`src/design/osm_pkg.sv`:
```
package osm_pkg;

  // fixed field widths
  localparam int OP_W   = 1;
  localparam int VAL_W  = 10;
  localparam int RANK_W = 13;

  // default sizing
  localparam int DEF_VALUE_RANGE = 1024;
  localparam int DEF_MAX_ENTRIES = 4096;

  // opcodes
  localparam logic [OP_W-1:0] OP_INSERT = 1'b0;
  localparam logic [OP_W-1:0] OP_QUERY  = 1'b1;

  // controller to datapath commands
  typedef struct packed {
    logic clr;       // write one zero entry of the clearing pass
    logic load;      // capture an accepted transaction
    logic start;     // evaluate bounds, latch flag, bump total
    logic ins_wr;    // write incremented count, advance tree index
    logic qry_step;  // one level of the descent
    logic res_load;  // load the output register
  } osm_cmd_t;

  // datapath to controller status
  typedef struct packed {
    logic clr_done;
    logic is_query;
    logic ins_ok;
    logic qry_ok;
    logic ins_more;
    logic qry_last;
  } osm_stat_t;

endpackage

```
`src/design/osm_ctrl.sv`:
```
module osm_ctrl (
  input  logic               clk,
  input  logic               rst_n,
  input  logic               in_valid,
  output logic               in_ready,
  output logic               out_valid,
  input  logic               out_ready,
  input  osm_pkg::osm_stat_t stat,
  output osm_pkg::osm_cmd_t  cmd
);
  import osm_pkg::*;

  localparam logic [2:0] S_CLEAR  = 3'd0;
  localparam logic [2:0] S_IDLE   = 3'd1;
  localparam logic [2:0] S_START  = 3'd2;
  localparam logic [2:0] S_INS_RD = 3'd3;
  localparam logic [2:0] S_INS_WR = 3'd4;
  localparam logic [2:0] S_QRY_RD = 3'd5;
  localparam logic [2:0] S_QRY_CMP = 3'd6;
  localparam logic [2:0] S_FIN    = 3'd7;

  logic [2:0] state_r, state_nxt;
  logic       out_valid_r, out_valid_nxt;
  logic       out_free;

  assign in_ready  = (state_r == S_IDLE);
  assign out_valid = out_valid_r;
  assign out_free  = !out_valid_r || out_ready;

  // sequencer
  always_comb begin
    state_nxt     = state_r;
    out_valid_nxt = out_valid_r;
    cmd           = '0;

    if (out_valid_r && out_ready) begin
      out_valid_nxt = 1'b0;
    end

    unique case (state_r)
      S_CLEAR: begin
        cmd.clr = 1'b1;
        if (stat.clr_done) begin
          state_nxt = S_IDLE;
        end
      end
      S_IDLE: begin
        if (in_valid) begin
          cmd.load  = 1'b1;
          state_nxt = S_START;
        end
      end
      S_START: begin
        cmd.start = 1'b1;
        if (stat.is_query) begin
          state_nxt = stat.qry_ok ? S_QRY_RD : S_FIN;
        end else begin
          state_nxt = stat.ins_ok ? S_INS_RD : S_FIN;
        end
      end
      S_INS_RD: begin
        state_nxt = S_INS_WR;
      end
      S_INS_WR: begin
        cmd.ins_wr = 1'b1;
        state_nxt  = stat.ins_more ? S_INS_RD : S_FIN;
      end
      S_QRY_RD: begin
        state_nxt = S_QRY_CMP;
      end
      S_QRY_CMP: begin
        cmd.qry_step = 1'b1;
        state_nxt    = stat.qry_last ? S_FIN : S_QRY_RD;
      end
      S_FIN: begin
        if (out_free) begin
          cmd.res_load  = 1'b1;
          out_valid_nxt = 1'b1;
          state_nxt     = S_IDLE;
        end
      end
      default: begin
        state_nxt = S_CLEAR;
      end
    endcase
  end

  always_ff @(posedge clk) begin
    if (!rst_n) begin
      state_r     <= S_CLEAR;
      out_valid_r <= 1'b0;
    end else begin
      state_r     <= state_nxt;
      out_valid_r <= out_valid_nxt;
    end
  end

endmodule

```
`config.mk`:
```
export PLATFORM = sky130hd
export DESIGN_NAME = osm_ctrl
export DESIGN_NICKNAME = d
export VERILOG_FILES = /design/src/design/osm_pkg.sv /design/src/design/osm_ctrl.sv
export SDC_FILE = /design/constraint.sdc
export NUM_CORES = 1
export LEC_CHECK = 0
export BUFFER_PORTS_ARGS = -buffer_cell sky130_fd_sc_hd__buf_2
export CORE_AREA = 10 10 47 49
export CTS_BUF_LIST = sky130_fd_sc_hd__clkbuf_4
export CTS_CLUSTER_DIAMETER = 80
export CTS_CLUSTER_SIZE = 30
export DETAILED_ROUTE_END_ITERATION = 8
export DIE_AREA = 0 0 57 59
export PLACE_DENSITY = 0.57
export REMOVE_ABC_BUFFERS = 1
export SYNTH_ARGS = -nofsm -noshare
export SYNTH_HDL_FRONTEND = slang
export SYNTH_SLANG_ARGS = --single-unit
```
`constraint.sdc`:
```
create_clock -name clk -period 2.4 [get_ports clk]
set_input_delay 0.48 -clock clk [delete_from_list [all_inputs] [get_ports clk]]
set_output_delay 0.48 -clock clk [all_outputs]
set_load 0.05 [all_outputs]
```
-- After elaboration in Yosys (flattened, before gate mapping)
Cells that the tools add are included.
- register bits after elaboration: 4
- bits of input ports: 10
- word-level logic and storage cells: 37
- equality and inequality tests: 10
- mux-type cells: 20
- reduce and logical (&&, ||, !) cells: 5
- operator list (operator ; number):
    3-bit one-hot mux with 8 select lines ; 1
    3-bit 2-to-1 mux ; 6
    3-bit equality test, second input constant ; 4
    1-bit 2-to-1 mux ; 11
    3-bit by 2-bit equality test with 1-bit output, second input constant ; 2
    2-bit != test, second input constant ; 3
    2-bit 2-to-1 mux ; 2
    3-bit by 1-bit equality test with 1-bit output, second input constant ; 1
    3-bit zero test ; 1
    3-bit AND reduction ; 1
    1-bit logical AND ; 1
    1-bit zero test ; 1
    1-bit logical OR ; 1

-- Depth between registers and ports, before layout
Gate-level depths: netlist of run 1.
- depth after elaboration: 4
- mapped depth: 5
- gate-level depth less buffers: 4

-- Worst setup path after synthesis of run 1
Ideal clock, no wire load.
- path kind: register -> output
- start point: reg state_r[2]
- end point: out cmd[2] in the netlist's numbering
- arrival time: 1.657 ns
- path slack: 0.263 ns
- stages on the path, launching flop included: 3
- path through: dfxtp_1 buf_4 nor3b_1
- RTL lines (element ; RTL line ; RTL):
    start: declaration ; osm_ctrl.sv:22 ; logic [2:0] state_r, state_nxt;
    start signal: assignment ; osm_ctrl.sv:93 ; state_r <= state_nxt;
    end: declaration ; osm_ctrl.sv:9 ; output osm_pkg::osm_cmd_t cmd

==> impl_metrics.env, run 1 <==
export IMPL_finalWirelength_um=820
export IMPL_cpPeakStageDelay_ns=0.61
export IMPL_fin_setup_tns_ns=0
export IMPL_worst_pin_slew_ns=0.478
export IMPL_p_leak_nw=0.213
export IMPL_placed_area_um2=387
export IMPL_peakVddDrop_v=0.000236
export IMPL_drc=0
export IMPL_start_kind="flip-flop"
export IMPL_cts_tree="done"
export IMPL_slew_headroom_pct=68.1
export IMPL_crit_chain="nand3_1 > nor2b_1 > buf_2"
export IMPL_via_per_inst=4.39
export IMPL_core_mm2=0.00140
export IMPL_die_h_um=59
export IMPL_final_cell_mix="buf_2, nor2_1, dfxtp_1"
export IMPL_arrival_ns=1.46
export IMPL_synth_seq_area_share_pct=26.0
export IMPL_cts_buffers=3
export IMPL_cts_max_path_buffers=2
export IMPL_finalClockSkew_ns=0.00169
export IMPL_synth_seq_cells=4
export IMPL_clockRootBuffer="clkbuf_4"
export IMPL_layout_drive_gt1_share_pct=47.3
export IMPL_setup_viol=0
export IMPL_post_drt_wl_per_cell_um=11.5
export IMPL_status="complete, no violations"
export IMPL_drt_iter0_drc=4
export IMPL_dr_pass1_iters=4
export IMPL_overflow=0
export IMPL_critPathCaptureType="primary output"
export IMPL_antenna_found_initial=0
export IMPL_p_per_area_mw_per_mm2=525
export IMPL_die_area_mm2=0.00336
export IMPL_synth_avg_cell_area_um2=8.10
export IMPL_start_util_pct=22.0
export IMPL_min_period_ns=1.94
export IMPL_ant_nets=0
export IMPL_post_dp_hpwl_um=667
export IMPL_path_max_fanout=13
export IMPL_path_buf_inv=1
export IMPL_design_portCount=18
export IMPL_nets=67
export IMPL_slew_violations=0
export IMPL_nFillCells=158
export IMPL_cts_sinks=4
export IMPL_rows=14
export IMPL_grt_first_pass_wirelength_um=1300
export IMPL_cts_resized_gates=0
export IMPL_crit_type="flip-flop to primary output"
export IMPL_rsz0062_at_grt="false"
export IMPL_grt_pass1_vias=304
export IMPL_fp_dieW_um=57
export IMPL_ys_types=22
export IMPL_port_buffers=17
export IMPL_worstSkewPairLatency_ns=0.23
export IMPL_synthCells=38
export IMPL_holdBufCountCts=0
export IMPL_yosysWarnings=0
export IMPL_path_delay_family="flip-flops"
export IMPL_final_common_cell="buf_2"
export IMPL_fin_crit_sh_pct=80.9
export IMPL_gp_congestion=0.668
export IMPL_grt_max_degree=14
export IMPL_hold_violations=0
export IMPL_n_antenna_cell=0
export IMPL_cts_setup_buffers=0
export IMPL_design_area_um2=409
export IMPL_vias=312
export IMPL_htreeDepth=1
export IMPL_clk_pin_slew_worst_paths_ns=0.04
export IMPL_crit_slowest_cell="dfxtp_1"
export IMPL_max_cap_violations=0
export IMPL_required_ns=1.92
export IMPL_total_power_w=0.000215
export IMPL_area_growth_syn_to_layout_pct=32.9
export IMPL_hold_path_class="input pin to flip-flop"
export IMPL_grt_usage_pct=4.70
export IMPL_fmax_ghz=0.515
export IMPL_syn_area_um2=308
-- sequential cells by signal (all words and copies together) (netlist names) --
signal     count
state_r        3
out_valid      1
-- logic make-up after synthesis --
family | Yosys count | share of synthesized area [%]
AOI/OAI and AO/OA | 10 | 27.6
DFF | 4 | 26.0
and+or+nand+nor | 20 | 36.6
buffers and inverters | 4 | 9.75
-- synthesized netlist by cell type --
library cell  number  area share (%)
a221oi_2           1             4.9
nand2_4            1             3.7
nor3b_1            1             2.4
buf_6              1             3.7
o221a_2            1             3.7
and3_2             1             2.4
nor3b_2            1             4.1
buf_4              2             4.9
dfxtp_1            4              26
nand3_1            1             1.6
o21ai_0            1             1.6
nand2_1            2             2.4
nor2b_1            1             2.0
nand2b_1           3             6.1
nor3_1             2             3.3
nor2_1             7             8.5
a211o_2            1             3.3
a21oi_1            2             3.3
o211a_1            1             3.3
o31a_1             1             2.8
inv_1              1             1.2
a21boi_0           2             4.9
-- area by class of cell --
type	instances	area (um2)	area share [%]
Clock buffer	3	22.5	5.50
Inverter	1	3.75	0.917
Multi-Input combinational cell	30	198	48.3
Sequential cell	4	80.1	19.6
Tap cell	16	20.0	4.89
Timing Repair Buffer	17	85.1	20.8
-- worst reg2reg max path: stages (launching register included) --
cell,delay [ns]
dfxtp_1,0.61
nand3_1,0.21
o21ai_0,0.12
nor2_1,0.06
o31a_1,0.23
-- power by group --
group / internal [W] / leakage [nW] / switching, W
Combinational: 0.0000204 / 0.167 / 0.0000321
Clock: 0.0000560 / 0.0138 / 0.0000283
Sequential: 0.0000693 / 0.0326 / 0.00000871
Total: 0.000146 / 0.213 / 0.0000692
-- routing by layer --
metal,up-vias,routed length [um],global-route usage [%]
met5,-,0,0
met4,0,0,3.02
met3,0,23,1.72
met2,8,402,7.44
met1,134,394,5.21
li1,170,-,-
-- stage by stage --
step           worst slack (ns)  utilization (%)  std cells  hold slack [ns]
5_1_grt                   0.344             29.2         71            0.516
3_3_place_gp              0.724             27.6         68            0.515
6_report                  0.458             29.2         71            0.512
3_5_place_dp              0.709             27.6         68            0.525
2_1_floorplan             0.251                -         35            0.608
4_1_cts                   0.455             29.2         71            0.512
-- worst paths after layout --
path | from | to | slack (ns) | depth (start not counted)
hold / removal | rst_n | state_r[1] | 0.51 | 2
setup reg to reg | state_r[0] | state_r[2] | 1.05 | 4
setup / recovery | state_r[0] | cmd[0] | 0.46 | 3
hold reg to reg | out_valid | out_valid | 0.53 | 2
Power figures use the tool's default switching activity.
==> run 2, diff against run 1 <==
ABC_AREA = 1   (was unset)
PLACE_DENSITY = 0.6   (was 0.57)
clock period = 1.9 ns   (was 2.4 ns; I/O delays follow)
==> impl_metrics.env, run 2 <==
export IMPL_crit_chain="nand3_2 > nor2_1 > buf_2"
export IMPL_final_common_cell="buf_2"
export IMPL_hold_violations=0
export IMPL_start_util_pct=24.4
export IMPL_nets=86
export IMPL_rows=14
export IMPL_grt_max_degree=10
export IMPL_vias=380
export IMPL_max_cap_violations=0
export IMPL_grt_first_pass_wirelength_um=1490
export IMPL_rsz0062_at_grt="false"
export IMPL_multiInputGateArea_um2=205
export IMPL_clockRootBuffer="clkbuf_4"
export IMPL_peakVddDrop_v=0.000306
export IMPL_required_ns=1.52
export IMPL_grt_pass1_vias=383
export IMPL_syn_area_um2=342
export IMPL_die_h_um=59
export IMPL_synth_most_common_cell="nand2_1"
export IMPL_hold_path_class="input pin to flip-flop"
export IMPL_fin_crit_sh_pct=90.6
export IMPL_crit_slowest_cell="dfxtp_1"
export IMPL_p_per_area_mw_per_mm2=722
export IMPL_dr_pass1_iters=4
export IMPL_slew_headroom_pct=73.1
export IMPL_synth_seq_cells=4
export IMPL_regToRegSetupSlack_ns=0.73
export IMPL_ant_nets=0
export IMPL_drt_iter0_drc=3
export IMPL_postLayoutCoreUtil_pct=32.7
export IMPL_post_drt_wl_per_cell_um=10.1
export IMPL_nFillCells=165
export IMPL_slew_violations=0
export IMPL_synthArstFlopShare_pct=0
export IMPL_ys_types=19
export IMPL_whs_ns=0.367
export IMPL_setup_slack_ns=0.178
export IMPL_min_period_ns=1.72
export IMPL_yosysWarnings=0
export IMPL_cts_resized_gates=0
export IMPL_cts_setup_buffers=0
export IMPL_holdBufCountCts=0
export IMPL_finalClockSkew_ns=0.00239
export IMPL_p_leak_nw=0.267
export IMPL_synth_area_leaders="dfxtp_1, nand2_1, inv_1"
export IMPL_arrival_ns=1.34
export IMPL_port_buffers=17
export IMPL_regMostFlops="state_r"
export IMPL_synth_avg_cell_area_um2=6.21
export IMPL_worstSkewPairLatency_ns=0.24
export IMPL_cts_buffers=3
export IMPL_grt_usage_pct=5.65
export IMPL_n_antenna_cell=0
export IMPL_start_kind="flip-flop"
export IMPL_setup_viol=0
export IMPL_dp_cells=87
export IMPL_synthCells=55
export IMPL_post_dp_hpwl_um=788
export IMPL_antenna_found_initial=0
export IMPL_htreeDepth=1
export IMPL_gp_congestion=0.737
export IMPL_yosys_area_top_type="dfxtp_1"
export IMPL_core_mm2=0.00140
export IMPL_synth_edf_count=0
export IMPL_design_portCount=18
export IMPL_fp_dieW_um=57
export IMPL_pre_cts_ws_ns=0.422
export IMPL_worst_pin_slew_ns=0.403
export IMPL_layout_drive_gt1_share_pct=43.2
export IMPL_path_buf_inv=1
export IMPL_area_growth_syn_to_layout_pct=34.1
export IMPL_placed_area_um2=435
export IMPL_cts_max_path_buffers=2
export IMPL_cts_tree="done"
export IMPL_overflow=0
export IMPL_synthFlopType="dfxtp_1"
export IMPL_status="complete, no violations"
export IMPL_synth_top_cell_area_share_pct=23.4
export IMPL_drc=0
export IMPL_die_area_mm2=0.00336
export IMPL_synth_seq_area_share_pct=23.4
export IMPL_fmax_ghz=0.581
export IMPL_regArea_um2=80.1
export IMPL_cpPeakStageDelay_ns=0.55
export IMPL_design_area_um2=458
export IMPL_critPathCaptureType="primary output"
export IMPL_crit_type="flip-flop to primary output"
export IMPL_finalWirelength_um=909
export IMPL_ys_top_cells_by_count="nand2_1, inv_1, nor2_1"
export IMPL_cts_sinks=4
export IMPL_path_delay_family="flip-flops"
export IMPL_clk_pin_slew_worst_paths_ns=0.04
export IMPL_fin_cells=90
export IMPL_path_max_fanout=9
export IMPL_via_per_inst=4.22
export IMPL_final_cell_mix="buf_2, nand2_1, inv_1"
export IMPL_largest_register_ffs=3
[run 2: logic make-up after synthesis]
kind of cell           share of synthesized area, %
DFF                                            23.4
and+or+nand+nor                                50.9
AOI/OAI and AO/OA                              9.16
buffers and inverters                          16.5
[run 2: metal layers]
layer	up-vias	share of wire [%]	GRT usage [%]	wire length, um
li1	209	-	-	-
met1	152	44	5.44	399
met2	16	43	8.37	387
met3	3	10	3.43	94
met4	0	3.0	5.03	27
met5	-	0	0	0
[run 2: cell type report]
type / count / area share [%]
inverter: 12 / 9.84
timing repair buffer: 17 / 18.6
sequential: 4 / 17.5
tap: 16 / 4.37
multi-input combinational: 38 / 44.8
clock buffer: 3 / 4.92
[run 2: worst min-delay path: stages]
cell and delay (ns):
buf_2 0.10, nand2_1 0.05, inv_1 0.04
[run 2: power by group]
group          internal (W)  switching (W)
Sequential        0.0000898      0.0000137
Combinational     0.0000375      0.0000850
Clock             0.0000706      0.0000342
Total              0.000198       0.000133
[run 2: per-stage QoR]
| stage | TNS, ns | total power (W) |
|---|---|---|
| global route | 0 | 0.000357 |
| floorplan | -0.111 | 0.000195 |
| global placement | 0 | 0.000227 |
| detailed placement | 0 | 0.000228 |
| finish | 0 | 0.000331 |
| CTS | 0 | 0.000336 |
[run 2: path summary, 6_finish.rpt]
path / start / end / cells past startpoint
hold reg to reg: out_valid / state_r[1] / 4
setup / recovery: state_r[0] / cmd[0] / 3
setup reg to reg: state_r[0] / state_r[0] / 6
hold / removal: rst_n / state_r[2] / 3
==> run 3, diff against run 2 <==
ABC_AREA = unset   (was 1)
PLACE_DENSITY = 0.57   (was 0.6)
SLEW_MARGIN = 20   (was unset)
==> impl_metrics.env, run 3 (same netlist as run 1, synthesis figures left out) <==
export IMPL_overflow=0
export IMPL_max_cap_violations=0
export IMPL_rows=14
export IMPL_gp_congestion=0.696
export IMPL_post_drt_wl_per_cell_um=11.0
export IMPL_final_common_cell="buf_2"
export IMPL_drt_iter0_drc=2
export IMPL_crit_type="flip-flop to primary output"
export IMPL_cell_internal_pwr_w=0.000186
export IMPL_startpoint="state_r[1]"
export IMPL_fmax_ghz=0.581
export IMPL_r2r_start="state_r[1]"
export IMPL_p_comb_share_pct=26.9
export IMPL_required_ns=1.52
export IMPL_drc=0
export IMPL_regArea_um2=80.1
export IMPL_via_per_inst=4.58
export IMPL_htreeDepth=1
export IMPL_regMostFlops="state_r"
export IMPL_core_mm2=0.00140
export IMPL_grt_first_pass_wirelength_um=1210
export IMPL_holdBufCountCts=0
export IMPL_peakVddDrop_v=0.000260
export IMPL_hold_start="rst_n"
export IMPL_hold_violations=0
export IMPL_final_cell_mix="buf_2, nor2_1, dfxtp_1"
export IMPL_cts_sinks=4
export IMPL_worstSkewPairLatency_ns=0.23
export IMPL_status="complete, no violations"
export IMPL_port_buffers=17
export IMPL_layout_drive_gt1_share_pct=48.2
export IMPL_swShare_pct=30.6
export IMPL_area_growth_syn_to_layout_pct=35.4
export IMPL_n_antenna_cell=0
export IMPL_cts_buffers=3
export IMPL_die_area_mm2=0.00336
export IMPL_ant_nets=0
export IMPL_cts_tree="done"
export IMPL_slew_headroom_pct=75.1
export IMPL_clkPwrFrac_pct=37.2
export IMPL_placed_area_um2=394
export IMPL_p_seq_share_pct=35.9
export IMPL_whs_ns=0.413
export IMPL_multiInputGateArea_um2=198
export IMPL_hold_path_class="input pin to flip-flop"
export IMPL_vias=330
export IMPL_finalWirelength_um=790
export IMPL_start_kind="flip-flop"
export IMPL_total_power_w=0.000268
export IMPL_p_per_area_mw_per_mm2=643
export IMPL_start_util_pct=22.0
export IMPL_antenna_found_initial=0
export IMPL_largest_register_ffs=3
export IMPL_post_dp_hpwl_um=687
export IMPL_critPathCaptureType="primary output"
export IMPL_finalClockSkew_ns=0.00167
export IMPL_fin_crit_sh_pct=90.6
export IMPL_design_area_um2=417
export IMPL_cts_max_path_buffers=2
export IMPL_grt_usage_pct=4.44
export IMPL_rsz0062_at_grt="false"
export IMPL_nets=68
export IMPL_grt_max_degree=14
export IMPL_dr_pass1_iters=2
export IMPL_nFillCells=169
export IMPL_min_period_ns=1.72
export IMPL_design_portCount=18
export IMPL_p_leak_nw=0.218
export IMPL_fp_dieW_um=57
export IMPL_die_h_um=59
export IMPL_clk_pin_slew_worst_paths_ns=0.03
export IMPL_slew_violations=0
export IMPL_cts_resized_gates=0
export IMPL_cts_setup_buffers=0
export IMPL_setup_viol=0
export IMPL_worst_pin_slew_ns=0.372
export IMPL_switching_power_w=0.0000819
export IMPL_clockRootBuffer="clkbuf_4"
export IMPL_grt_pass1_vias=289
export IMPL_path_max_fanout=13
export IMPL_arrival_ns=1.34
## run 3: stage by stage
stage               setup TNS [ns]  std cells  utilization (%)  worst slack (ns)
finish                           0         72             29.7             0.179
global route                     0         72             29.7            0.0794
CTS                              0         72             29.7             0.155
detailed placement               0         69             28.1             0.404
global placement                 0         69             28.1             0.419
floorplan                   -0.183         35                -            -0.149
## run 3: final cells by class
| type | instances | area share (%) |
|---|---|---|
| Clock buffer | 3 | 5.41 |
| Multi-Input combinational cell | 30 | 47.4 |
| Sequential cell | 4 | 19.2 |
| Tap cell | 16 | 4.80 |
| Timing Repair Buffer | 18 | 22.2 |
| Inverter | 1 | 0.901 |
## run 3: power groups by stage
| stage | clock (W) | combinational, W | sequential (W) |
|---|---|---|---|
| CTS | 0.000106 | 0.0000734 | 0.0000959 |
| global route | 0.000110 | 0.0000788 | 0.0000971 |
| finish | 0.0000996 | 0.0000721 | 0.0000962 |
| global placement | 0 | 0.0000725 | 0.0000969 |
| detailed placement | 0 | 0.0000732 | 0.0000972 |
| floorplan | 0 | 0.0000472 | 0.0000975 |
## run 3: path summary, 6_finish.rpt
check	slack (ns)	cells past startpoint	end
min	0.41	2	state_r[2]
max reg2reg	0.68	4	state_r[2]
min reg2reg	0.52	2	out_valid
max	0.18	3	cmd[0]
## run 3: worst max-delay path: stages, from the launching register on
cell and delay, ns:
dfxtp_1 0.53, nand3_1 0.19, nor2b_1 0.13, buf_2 0.27
## run 3: layer usage
layer	global-route usage (%)	part of all wire (%)
met5	0	0
met4	3.02	0
met3	1.29	1.9
met2	7.75	53
met1	4.48	45
